--- src/clkam_pkg.sv ---
// Package with the shared types, mode codes and wrap helpers of the clock mode controller.
`timescale 1ns / 1ps
`default_nettype none

package clkam_pkg;

	// Field widths.
	localparam int unsigned HourW   = 5;
	localparam int unsigned MinuteW = 6;
	localparam int unsigned ModeW   = 4;

	// Stream widths, padded to whole bytes.
	localparam int unsigned InDataW  = 32;
	localparam int unsigned OutDataW = 48;

	// Wrap limits of the hour and minute counters.
	localparam logic [HourW-1:0]   HOUR_MAX   = 5'd23;
	localparam logic [MinuteW-1:0] MINUTE_MAX = 6'd59;

	// Mode codes.
	localparam logic [ModeW-1:0] MODE_INIT       = 4'd0;
	localparam logic [ModeW-1:0] MODE_CLOCK      = 4'd1;
	localparam logic [ModeW-1:0] MODE_ALARM      = 4'd2;
	localparam logic [ModeW-1:0] MODE_ALARM_HOUR = 4'd3;
	localparam logic [ModeW-1:0] MODE_ALARM_MIN  = 4'd4;
	localparam logic [ModeW-1:0] MODE_CD         = 4'd5;
	localparam logic [ModeW-1:0] MODE_CD_HOUR    = 4'd6;
	localparam logic [ModeW-1:0] MODE_CD_MIN     = 4'd7;
	localparam logic [ModeW-1:0] MODE_CD_RUN     = 4'd8;
	localparam logic [ModeW-1:0] MODE_TIME       = 4'd9;
	localparam logic [ModeW-1:0] MODE_TIME_HOUR  = 4'd10;
	localparam logic [ModeW-1:0] MODE_TIME_MIN   = 4'd11;

	// One poll item.
	typedef struct packed {
		logic               press_mode;
		logic               press_set;
		logic               press_up;
		logic               press_down;
		logic               blink_red_due;
		logic               blink_yellow_due;
		logic               blink_green_due;
		logic               countdown_tick;
		logic [HourW-1:0]   now_hour;
		logic [MinuteW-1:0] now_minute;
		logic [MinuteW-1:0] now_second;
	} item_t;

	// Controller state carried from one item to the next.
	typedef struct packed {
		logic [ModeW-1:0]   mode;
		logic [HourW-1:0]   edit_hours;
		logic [MinuteW-1:0] edit_minutes;
		logic [MinuteW-1:0] shown_left;
		logic [MinuteW-1:0] shown_right;
		logic [HourW-1:0]   alarm_hours;
		logic [MinuteW-1:0] alarm_minutes;
		logic [HourW-1:0]   preset_hours;
		logic [MinuteW-1:0] preset_minutes;
	} state_t;

	// One result item.
	typedef struct packed {
		logic [ModeW-1:0]   mode_code;
		logic [MinuteW-1:0] display_left;
		logic [MinuteW-1:0] display_right;
		logic               toggle_red;
		logic               toggle_yellow;
		logic               toggle_green;
		logic               time_write_hour;
		logic               time_write_minute;
		logic [HourW-1:0]   new_hour;
		logic [MinuteW-1:0] new_minute;
		logic [HourW-1:0]   alarm_hour_out;
		logic [MinuteW-1:0] alarm_minute_out;
	} result_t;

	// Hour up: anything at or above the limit wraps to zero.
	function automatic logic [HourW-1:0] hour_up(input logic [HourW-1:0] h);
		return (h >= HOUR_MAX) ? '0 : h + 5'd1;
	endfunction

	// Hour down: zero wraps to the limit.
	function automatic logic [HourW-1:0] hour_down(input logic [HourW-1:0] h);
		return (h == '0) ? HOUR_MAX : h - 5'd1;
	endfunction

	// Minute up: anything at or above the limit wraps to zero.
	function automatic logic [MinuteW-1:0] minute_up(input logic [MinuteW-1:0] m);
		return (m >= MINUTE_MAX) ? '0 : m + 6'd1;
	endfunction

	// Minute down: zero wraps to the limit.
	function automatic logic [MinuteW-1:0] minute_down(input logic [MinuteW-1:0] m);
		return (m == '0) ? MINUTE_MAX : m - 6'd1;
	endfunction

endpackage

`default_nettype wire

--- src/clkam_step.sv ---
// Next-state and result logic of the clock mode controller for one poll item.
`timescale 1ns / 1ps
`default_nettype none

module clkam_step (
	input  wire clkam_pkg::state_t cur,
	input  wire clkam_pkg::item_t  item,
	output clkam_pkg::state_t  nxt,
	output clkam_pkg::result_t res
);

	clkam_pkg::state_t         st;
	logic                      tog_r;
	logic                      tog_y;
	logic                      tog_g;
	logic                      wr_h;
	logic                      wr_m;
	logic [clkam_pkg::HourW-1:0]   val_h;
	logic [clkam_pkg::MinuteW-1:0] val_m;

	// Checks of the current mode run in order; a later one overrides an earlier one.
	always_comb begin
		st    = cur;
		tog_r = 1'b0;
		tog_y = 1'b0;
		tog_g = 1'b0;
		wr_h  = 1'b0;
		wr_m  = 1'b0;
		val_h = '0;
		val_m = '0;

		case (cur.mode)
			clkam_pkg::MODE_INIT: begin
				st.mode = clkam_pkg::MODE_CLOCK;
			end
			clkam_pkg::MODE_CLOCK: begin
				st.shown_left  = item.now_minute;
				st.shown_right = item.now_second;
				if (item.press_mode) begin
					st.mode         = clkam_pkg::MODE_ALARM;
					st.edit_hours   = cur.alarm_hours;
					st.edit_minutes = cur.alarm_minutes;
					st.shown_left   = {1'b0, cur.alarm_hours};
					st.shown_right  = cur.alarm_minutes;
				end
				tog_r = item.blink_red_due;
			end
			clkam_pkg::MODE_ALARM: begin
				if (item.press_mode) begin
					st.mode         = clkam_pkg::MODE_CD;
					st.edit_hours   = cur.preset_hours;
					st.edit_minutes = cur.preset_minutes;
					st.shown_left   = {1'b0, cur.preset_hours};
					st.shown_right  = cur.preset_minutes;
				end
				// Set loads the alarm for editing but leaves the display alone.
				if (item.press_set) begin
					st.mode         = clkam_pkg::MODE_ALARM_HOUR;
					st.edit_hours   = cur.alarm_hours;
					st.edit_minutes = cur.alarm_minutes;
				end
				tog_y = item.blink_yellow_due;
			end
			clkam_pkg::MODE_ALARM_HOUR, clkam_pkg::MODE_CD_HOUR,
			clkam_pkg::MODE_TIME_HOUR: begin
				if (item.press_mode) begin
					st.mode = (cur.mode == clkam_pkg::MODE_ALARM_HOUR) ? clkam_pkg::MODE_CD :
						(cur.mode == clkam_pkg::MODE_CD_HOUR) ? clkam_pkg::MODE_TIME :
						clkam_pkg::MODE_CLOCK;
				end
				if (item.press_up) begin
					st.edit_hours = clkam_pkg::hour_up(st.edit_hours);
				end
				if (item.press_down) begin
					st.edit_hours = clkam_pkg::hour_down(st.edit_hours);
				end
				if (item.press_up || item.press_down) begin
					st.shown_left  = {1'b0, st.edit_hours};
					st.shown_right = st.edit_minutes;
				end
				// Set commits the hour and moves on to minute editing.
				if (item.press_set) begin
					if (cur.mode == clkam_pkg::MODE_ALARM_HOUR) begin
						st.alarm_hours = st.edit_hours;
						st.mode        = clkam_pkg::MODE_ALARM_MIN;
					end else if (cur.mode == clkam_pkg::MODE_CD_HOUR) begin
						st.preset_hours = st.edit_hours;
						st.mode         = clkam_pkg::MODE_CD_MIN;
					end else begin
						wr_h    = 1'b1;
						val_h   = st.edit_hours;
						st.mode = clkam_pkg::MODE_TIME_MIN;
					end
				end
				tog_g = (cur.mode == clkam_pkg::MODE_ALARM_HOUR) && item.blink_green_due;
			end
			clkam_pkg::MODE_ALARM_MIN, clkam_pkg::MODE_CD_MIN,
			clkam_pkg::MODE_TIME_MIN: begin
				if (item.press_mode) begin
					st.mode = (cur.mode == clkam_pkg::MODE_ALARM_MIN) ? clkam_pkg::MODE_CD :
						(cur.mode == clkam_pkg::MODE_CD_MIN) ? clkam_pkg::MODE_TIME :
						clkam_pkg::MODE_CLOCK;
				end
				if (item.press_up) begin
					st.edit_minutes = clkam_pkg::minute_up(st.edit_minutes);
				end
				if (item.press_down) begin
					st.edit_minutes = clkam_pkg::minute_down(st.edit_minutes);
				end
				if (item.press_up || item.press_down) begin
					st.shown_left  = {1'b0, st.edit_hours};
					st.shown_right = st.edit_minutes;
				end
				// Set commits the minute and returns to the view with the hour reloaded.
				if (item.press_set) begin
					if (cur.mode == clkam_pkg::MODE_ALARM_MIN) begin
						st.alarm_minutes = st.edit_minutes;
						st.mode          = clkam_pkg::MODE_ALARM;
						st.edit_hours    = st.alarm_hours;
					end else if (cur.mode == clkam_pkg::MODE_CD_MIN) begin
						st.preset_minutes = st.edit_minutes;
						st.mode           = clkam_pkg::MODE_CD;
						st.edit_hours     = st.preset_hours;
					end else begin
						wr_m          = 1'b1;
						val_m         = st.edit_minutes;
						st.mode       = clkam_pkg::MODE_TIME;
						st.edit_hours = item.now_hour;
					end
					st.shown_left  = {1'b0, st.edit_hours};
					st.shown_right = st.edit_minutes;
				end
			end
			clkam_pkg::MODE_CD: begin
				if (item.press_mode) begin
					st.mode         = clkam_pkg::MODE_TIME;
					st.edit_hours   = item.now_hour;
					st.edit_minutes = item.now_minute;
				end
				if (item.press_set || (item.press_up && item.press_down)) begin
					st.mode         = (item.press_up && item.press_down) ?
						clkam_pkg::MODE_CD_RUN : clkam_pkg::MODE_CD_HOUR;
					st.edit_hours   = cur.preset_hours;
					st.edit_minutes = cur.preset_minutes;
				end
				if (item.press_mode || item.press_set || (item.press_up && item.press_down)) begin
					st.shown_left  = {1'b0, st.edit_hours};
					st.shown_right = st.edit_minutes;
				end
			end
			clkam_pkg::MODE_CD_RUN: begin
				// Count down one minute per tick, borrowing an hour at zero minutes.
				if (item.countdown_tick) begin
					if (cur.edit_minutes != '0) begin
						st.edit_minutes = cur.edit_minutes - 6'd1;
					end else if (cur.edit_hours != '0) begin
						st.edit_hours   = cur.edit_hours - 5'd1;
						st.edit_minutes = clkam_pkg::MINUTE_MAX;
					end
					st.shown_left  = {1'b0, st.edit_hours};
					st.shown_right = st.edit_minutes;
				end
				if (item.press_mode) begin
					st.mode = clkam_pkg::MODE_TIME;
				end
				if (item.press_set) begin
					st.preset_hours = st.edit_hours;
					st.mode         = clkam_pkg::MODE_CD_HOUR;
				end
			end
			clkam_pkg::MODE_TIME: begin
				if (item.press_mode) begin
					st.mode         = clkam_pkg::MODE_CLOCK;
					st.edit_hours   = item.now_hour;
					st.edit_minutes = item.now_minute;
					st.shown_left   = {1'b0, item.now_hour};
					st.shown_right  = item.now_minute;
				end
				if (item.press_set) begin
					st.mode = clkam_pkg::MODE_TIME_HOUR;
				end
			end
			default: begin
				st = cur;
			end
		endcase
	end

	// Result fields follow from the state after the step.
	always_comb begin
		nxt                   = st;
		res.mode_code         = st.mode;
		res.display_left      = st.shown_left;
		res.display_right     = st.shown_right;
		res.toggle_red        = tog_r;
		res.toggle_yellow     = tog_y;
		res.toggle_green      = tog_g;
		res.time_write_hour   = wr_h;
		res.time_write_minute = wr_m;
		res.new_hour          = val_h;
		res.new_minute        = val_m;
		res.alarm_hour_out    = st.alarm_hours;
		res.alarm_minute_out  = st.alarm_minutes;
	end

endmodule

`default_nettype wire

--- src/clock_alarm_countdown_mode_fsm.sv ---
// Top level of the clock mode controller: input register, state, step logic and result register.
// A poll item goes through the input register, the step logic and then the result register.
// Throughput: one item per cycle unless the output stalls; the step logic is combinational.
// Backpressure on the output stalls the two register stages, a full pipe drops s_axis_tready.
// Reset: arst_n clears both stage valids and all state to zero (init mode, all presets zero).
`timescale 1ns / 1ps
`default_nettype none

module clock_alarm_countdown_mode_fsm (
	input  wire logic                               clk,
	input  wire logic                               arst_n,
	input  wire logic                               s_axis_tvalid,
	output logic                                    s_axis_tready,
	// Bits from 0: press_mode, press_set, press_up, press_down, blink_red_due,
	// blink_yellow_due, blink_green_due, countdown_tick, now_hour[12:8],
	// now_minute[18:13], now_second[24:19], zero fill.
	input  wire logic [clkam_pkg::InDataW-1:0]      s_axis_tdata,
	output logic                                    m_axis_tvalid,
	input  wire logic                               m_axis_tready,
	// Bits from 0: mode_code[3:0], display_left[9:4], display_right[15:10], toggle_red,
	// toggle_yellow, toggle_green, time_write_hour, time_write_minute, new_hour[25:21],
	// new_minute[31:26], alarm_hour_out[36:32], alarm_minute_out[42:37], zero fill.
	output logic [clkam_pkg::OutDataW-1:0]          m_axis_tdata
);

	clkam_pkg::item_t   item_s1;
	logic               valid_s1;
	clkam_pkg::result_t res_s2;
	logic               valid_s2;
	clkam_pkg::state_t  state_q;
	clkam_pkg::state_t  state_nxt;
	clkam_pkg::result_t res_nxt;
	clkam_pkg::item_t   item_in;
	logic               adv_s2;
	logic               take_in;

	// Unpack the incoming item.
	assign item_in.press_mode       = s_axis_tdata[0];
	assign item_in.press_set        = s_axis_tdata[1];
	assign item_in.press_up         = s_axis_tdata[2];
	assign item_in.press_down       = s_axis_tdata[3];
	assign item_in.blink_red_due    = s_axis_tdata[4];
	assign item_in.blink_yellow_due = s_axis_tdata[5];
	assign item_in.blink_green_due  = s_axis_tdata[6];
	assign item_in.countdown_tick   = s_axis_tdata[7];
	assign item_in.now_hour         = s_axis_tdata[12:8];
	assign item_in.now_minute       = s_axis_tdata[18:13];
	assign item_in.now_second       = s_axis_tdata[24:19];

	// Stage two moves when the result register is free or drained this cycle.
	assign adv_s2        = !valid_s2 || m_axis_tready;
	assign s_axis_tready = !valid_s1 || adv_s2;
	assign take_in       = s_axis_tvalid && s_axis_tready;

	clkam_step u_step (
		.cur  (state_q),
		.item (item_s1),
		.nxt  (state_nxt),
		.res  (res_nxt)
	);

	// Pipeline valids and controller state.
	always_ff @(posedge clk or negedge arst_n) begin
		if (!arst_n) begin
			valid_s1 <= 1'b0;
			valid_s2 <= 1'b0;
			state_q  <= '0;
		end else begin
			if (s_axis_tready) begin
				valid_s1 <= s_axis_tvalid;
			end
			if (adv_s2) begin
				valid_s2 <= valid_s1;
				if (valid_s1) begin
					state_q <= state_nxt;
				end
			end
		end
	end

	// Payload registers.
	always_ff @(posedge clk) begin
		if (take_in) begin
			item_s1 <= item_in;
		end
		if (adv_s2 && valid_s1) begin
			res_s2 <= res_nxt;
		end
	end

	// Pack the result item.
	assign m_axis_tvalid = valid_s2;
	assign m_axis_tdata  = {5'd0, res_s2.alarm_minute_out, res_s2.alarm_hour_out,
		res_s2.new_minute, res_s2.new_hour, res_s2.time_write_minute,
		res_s2.time_write_hour, res_s2.toggle_green, res_s2.toggle_yellow,
		res_s2.toggle_red, res_s2.display_right, res_s2.display_left, res_s2.mode_code};

endmodule

`default_nettype wire

--- config.mk ---
export PLATFORM = sky130hd
export DESIGN_NAME = clock_alarm_countdown_mode_fsm
export DESIGN_NICKNAME = d
export VERILOG_FILES = /design/src/clkam_pkg.sv /design/src/clkam_step.sv /design/src/clock_alarm_countdown_mode_fsm.sv
export SDC_FILE = /design/constraint.sdc
export NUM_CORES = 1
export LEC_CHECK = 0
export BUFFER_PORTS_ARGS = -buffer_cell sky130_fd_sc_hd__buf_2
export CORE_ASPECT_RATIO = 0.9
export CORE_MARGIN = 1.5
export CORE_UTILIZATION = 38
export CTS_CLUSTER_DIAMETER = 80
export DETAILED_ROUTE_END_ITERATION = 10
export GPL_TIMING_DRIVEN = 0
export PLACE_DENSITY = 0.63
export SYNTH_ARGS = -nofsm -noshare
export SYNTH_HDL_FRONTEND = slang
export SYNTH_SLANG_ARGS = --single-unit
export TNS_END_PERCENT = 20
--- constraint.sdc ---
create_clock -name clk -period 8.36 [get_ports clk]
set_input_delay 0.418 -clock clk [delete_from_list [all_inputs] [get_ports clk]]
set_output_delay 0.418 -clock clk [all_outputs]
set_load 0.02 [all_outputs]
==> run summary <==
The synthesized netlist devotes less than 1% of its cell area to XOR and XNOR gates. In this run the number of H-tree levels came out at 4. At the worst endpoint, the required time is 8510 ps. The flow ran to the end, and the final reports show no timing, DRC or antenna violations. The remaining number of nets flagged by the antenna check after routing came out at 0. The hold violation total from the final report came out at 0. The area share of the largest cell type after synthesis is a little under a quarter. The total global routing overflow came out at 0. TritonCTS built the clock tree. The setup check on the worst reg-to-reg path leaves a slack of about 4800 ps. The synthesized design spends more area on one cell type than any other, namely sky130_fd_sc_hd__edfxtp_1. The global-route wire length before repair is 50.2 mm. The overall track demand over capacity in global routing is 28.3%.

The classification of the worst-slack hold path is in -> async. For this run, the number of Yosys warnings is 0. The clock skew came out at around 11 ps. The total of fill cells in the finished design is 2194. The signal on the critical path passes through buf_2 > inv_1 > ha_1 > nand2_1 > a2bb2oi_1 > ha_1 > o21ai_0 > a21oi_1 > a2111oi_2 > a211oi_1 > o21ai_0.

The multi-input combinational cells in the finished layout cover a total of 4790 um2. Counting distinct cell types in the post-synthesis netlist gives about 100. The TritonCTS buffer count is 17. The diode insertion count for antenna repair is 0. Ranked by total cell area, the synthesized netlist is headed by sky130_fd_sc_hd__edfxtp_1 (24%), sky130_fd_sc_hd__dfrtp_1 (15%), sky130_fd_sc_hd__nand2_1 (4.0%). Hold repair after CTS inserted 0 buffers.

In this run the clock root is driven by a sky130_fd_sc_hd__clkbuf_16. Among all cell types in the netlist, the one instantiated most often is sky130_fd_sc_hd__nand2_1. After layout, the worst path uses between 40% and 50% of the clock period. The final total power is about 4.2 mW. After detailed routing, the number of remaining DRC violations is 0.

The worst setup path is captured at a flop. The share of async-settable or async-resettable flops after synthesis is around 43%. The clock slew seen by the registers of the worst setup and hold paths came out at ~70 ps. The maximum fanout along the worst path came out at 10. The relative slew slack is a little under a fifth. The highest achievable clock rate came out at 278 MHz. The tool flagged a number of max-cap violations equal to 0.

The largest family of logic cells by synthesized area is compound AO/OA/AOI/OAI gates. The largest individual stage delay along the critical path comes from the cell sky130_fd_sc_hd__a211oi_1. The sequential cell area came out at 3320 um2. The core area came out at 22400 um2. The worst register-to-register path begins at state_q[41].

Counting flops and latches in the post-synthesis netlist gives roughly 120. The area of the die is 23700 um2. The adder-cell share of the synthesized area came out at a little over 1%.

The number of antenna violations at the first check in global routing came to 0. The number of vias per cell after detailed routing is 6.38. The synthesis-to-finish area growth came out at 16.0%. Buffers added to address setup during post-CTS repair amount to 0. The flip-flop cell with the highest count after synthesis is sky130_fd_sc_hd__edfxtp_1.

The clock latency reported for the late side of the worst-skew pair is 440 ps. The simple-gate share of the synthesized area is just over 20%. The minimum period implied by the final worst setup slack is between 3000 and 4000 ps. In this run, synthesis inferred 68 flip-flops with an integrated enable. The number of cell instances on the worst register-to-register path came out at 11. For this design, the sink count on the clock tree is between 100 and 150. Setup repair after global routing left no endpoint under its margin. The synthesized netlist devotes between 20% and 30% of its cell area to compound gates.

The average instance in the mapped netlist occupies between 9 and 10 um2. The category of the critical setup timing path is reg -> reg. The pin count of the biggest net entering global routing came out at 52. The number of design-rule violations left by the first detailed-router iteration came out at between 1k and 1.5k. The final weighted congestion of routability-driven global placement came out at 0.984. The commonest cells after synthesis are sky130_fd_sc_hd__nand2_1 (93), sky130_fd_sc_hd__edfxtp_1 (68), sky130_fd_sc_hd__nor2_1 (63).

86 I/O pins were placed. The slew at the pin closest to its max-slew limit is between 1000 and 1500 ps. The detailed-router iteration count before antenna repair is 5. The number of setup violations in the final report is 0. STA classifies the critical path startpoint as a flop. The half-perimeter wire length after detailed placement is around 24 mm.

The longest clock path from root to sink contains 2 buffers. For the worst setup path, the data arrival time is roughly 3700 ps. The cell count after synthesis came out at approximately 940. The endpoint identified for the worst register-to-register timing path is m_axis_tdata[35].

Across the VDD grid, the largest voltage drop is a little over 0.2 mV. The via count of the first global-routing pass came to ~8k. The number of instances resized during post-cts repair is 0. In the final layout, the share of cells above drive strength 1 is around a fifth. The net total in the final layout is roughly 1.1k. The share of cell area taken by muxes after synthesis came out at under 10%.

In this design, the stage delay of the slowest critical-path cell is about 800 ps. The routed wirelength normalized by instance count is ~25 um. In this run the vertical extent of the chip is 146 um. The floorplan has 52 rows. The count of buffers inserted at the top-level ports is between 70 and 80. Adding up every negative setup slack in the final design gives 0 ps. The post-synthesis sequential area ratio came out at a little under two fifths. The area of the mapped netlist is 8670 um2. The via count of the routed design is 8617. The initial utilization of the core area, before any placement, comes to about 39%.

The cell area power density is 417 nW/um2. The die is 162 um wide. The routed wire length came out at between 30 and 40 mm. Summed over all cells, the static leakage comes to 3.86 nW. The number of max-slew violations in the final report came out at 0.
## how the worst max path moves through the flow
stage | endpoint | startpoint | slack, ps | cells past startpoint
after global routing | m_axis_tdata[35] | state_q[41] | 4620 | 11
after global placement | state_q[29] | m_axis_tready | 3870 | 7
after detailed placement | m_axis_tdata[35] | state_q[41] | 4810 | 11
after CTS | m_axis_tdata[35] | state_q[41] | 4790 | 11
final | m_axis_tdata[35] | state_q[41] | 4770 | 11
after floorplan | state_q[29] | m_axis_tvalid | 5440 | 6
## flip-flops by register name (all words and copies together), names as in the netlist
register	count
state_q	49
m_axis_tdata	43
item_s1	25
m_axis_tvalid	1
valid_s1	1
## critical path, delay by kind of cell (launching register included)
kind / cells / cell delay, ps
AOI/OAI and AO/OA: 6 / 1770
adders and majority gates: 2 / 570
buffers and inverters: 2 / 400
DFF: 1 / 450
and+or+nand+nor: 1 / 100
## logic make-up after synthesis
kind of cell / after synthesis
other: 1
AND/OR/NAND/NOR: 321
multiplexers: 33
XOR/XNOR: 9
flip-flops: 119
buffers and inverters: 113
AO/OA/AOI/OAI: 340
adder cells (fa/ha/maj): 7
## routing by layer
layer | GRT usage, % | vias up | share of wire (%)
met1 | 40.2 | 4102 | 43
met2 | 41.0 | 579 | 43
met5 | 0 | - | 0
li1 | - | 3832 | -
met4 | 12.0 | 0 | 3.8
met3 | 6.56 | 104 | 10
## stage by stage
step	worst slack [ps]	instance area, um2	utilization, %	hold WS (ps)	std cells
final	4770	10100	44.8	32.3	1350
after global routing	4620	10100	44.8	103	1350
after CTS	4790	10100	44.8	143	1350
after detailed placement	4810	9450	42.1	491	1318
after global placement	3870	9430	42.0	472	1317
after floorplan	5440	8690	-	122	947
## area by class of cell
cell class              instances  area share, %
plain buffers                  86           4.73
clock buffers                  17           4.23
clock inverters                15           1.83
inverters                      27           1.01
multi-input cells             715           47.7
flip-flops and latches        119           33.0
well taps                     297           3.69
repair buffers                 74           3.86
## power by group
part | internal [mW] | switching, mW | leakage (nW)
sequential | 0.843 | 0.197 | 1.30
clock | 0.453 | 0.325 | 0.295
combinational | 0.831 | 1.54 | 2.26
total | 2.13 | 2.06 | 3.86
## cells in the final DEF, fill, tap and decap left out, types with 11 or more instances in the layout
master	Yosys	final
sky130_fd_sc_hd__a31oi_1	14	14
sky130_fd_sc_hd__mux2_2	16	16
sky130_fd_sc_hd__inv_1	23	23
sky130_fd_sc_hd__buf_2	31	104
sky130_fd_sc_hd__o31ai_1	14	14
sky130_fd_sc_hd__a21oi_1	57	57
sky130_fd_sc_hd__o21ai_0	53	53
sky130_fd_sc_hd__nor2_1	63	63
sky130_fd_sc_hd__nand3_1	19	19
sky130_fd_sc_hd__clkbuf_1	28	28
sky130_fd_sc_hd__o211ai_1	13	13
sky130_fd_sc_hd__mux2i_1	17	17
sky130_fd_sc_hd__edfxtp_1	68	68
sky130_fd_sc_hd__and2_1	11	11
sky130_fd_sc_hd__a211oi_1	19	19
sky130_fd_sc_hd__nand2_1	93	93
sky130_fd_sc_hd__nor2b_1	11	11
sky130_fd_sc_hd__buf_4	14	15
sky130_fd_sc_hd__a22oi_1	16	16
sky130_fd_sc_hd__clkbuf_16	0	17
sky130_fd_sc_hd__dfrtp_1	51	51
sky130_fd_sc_hd__nor3_1	27	27
sky130_fd_sc_hd__o22ai_1	11	11
Power figures use the tool's default switching activity.
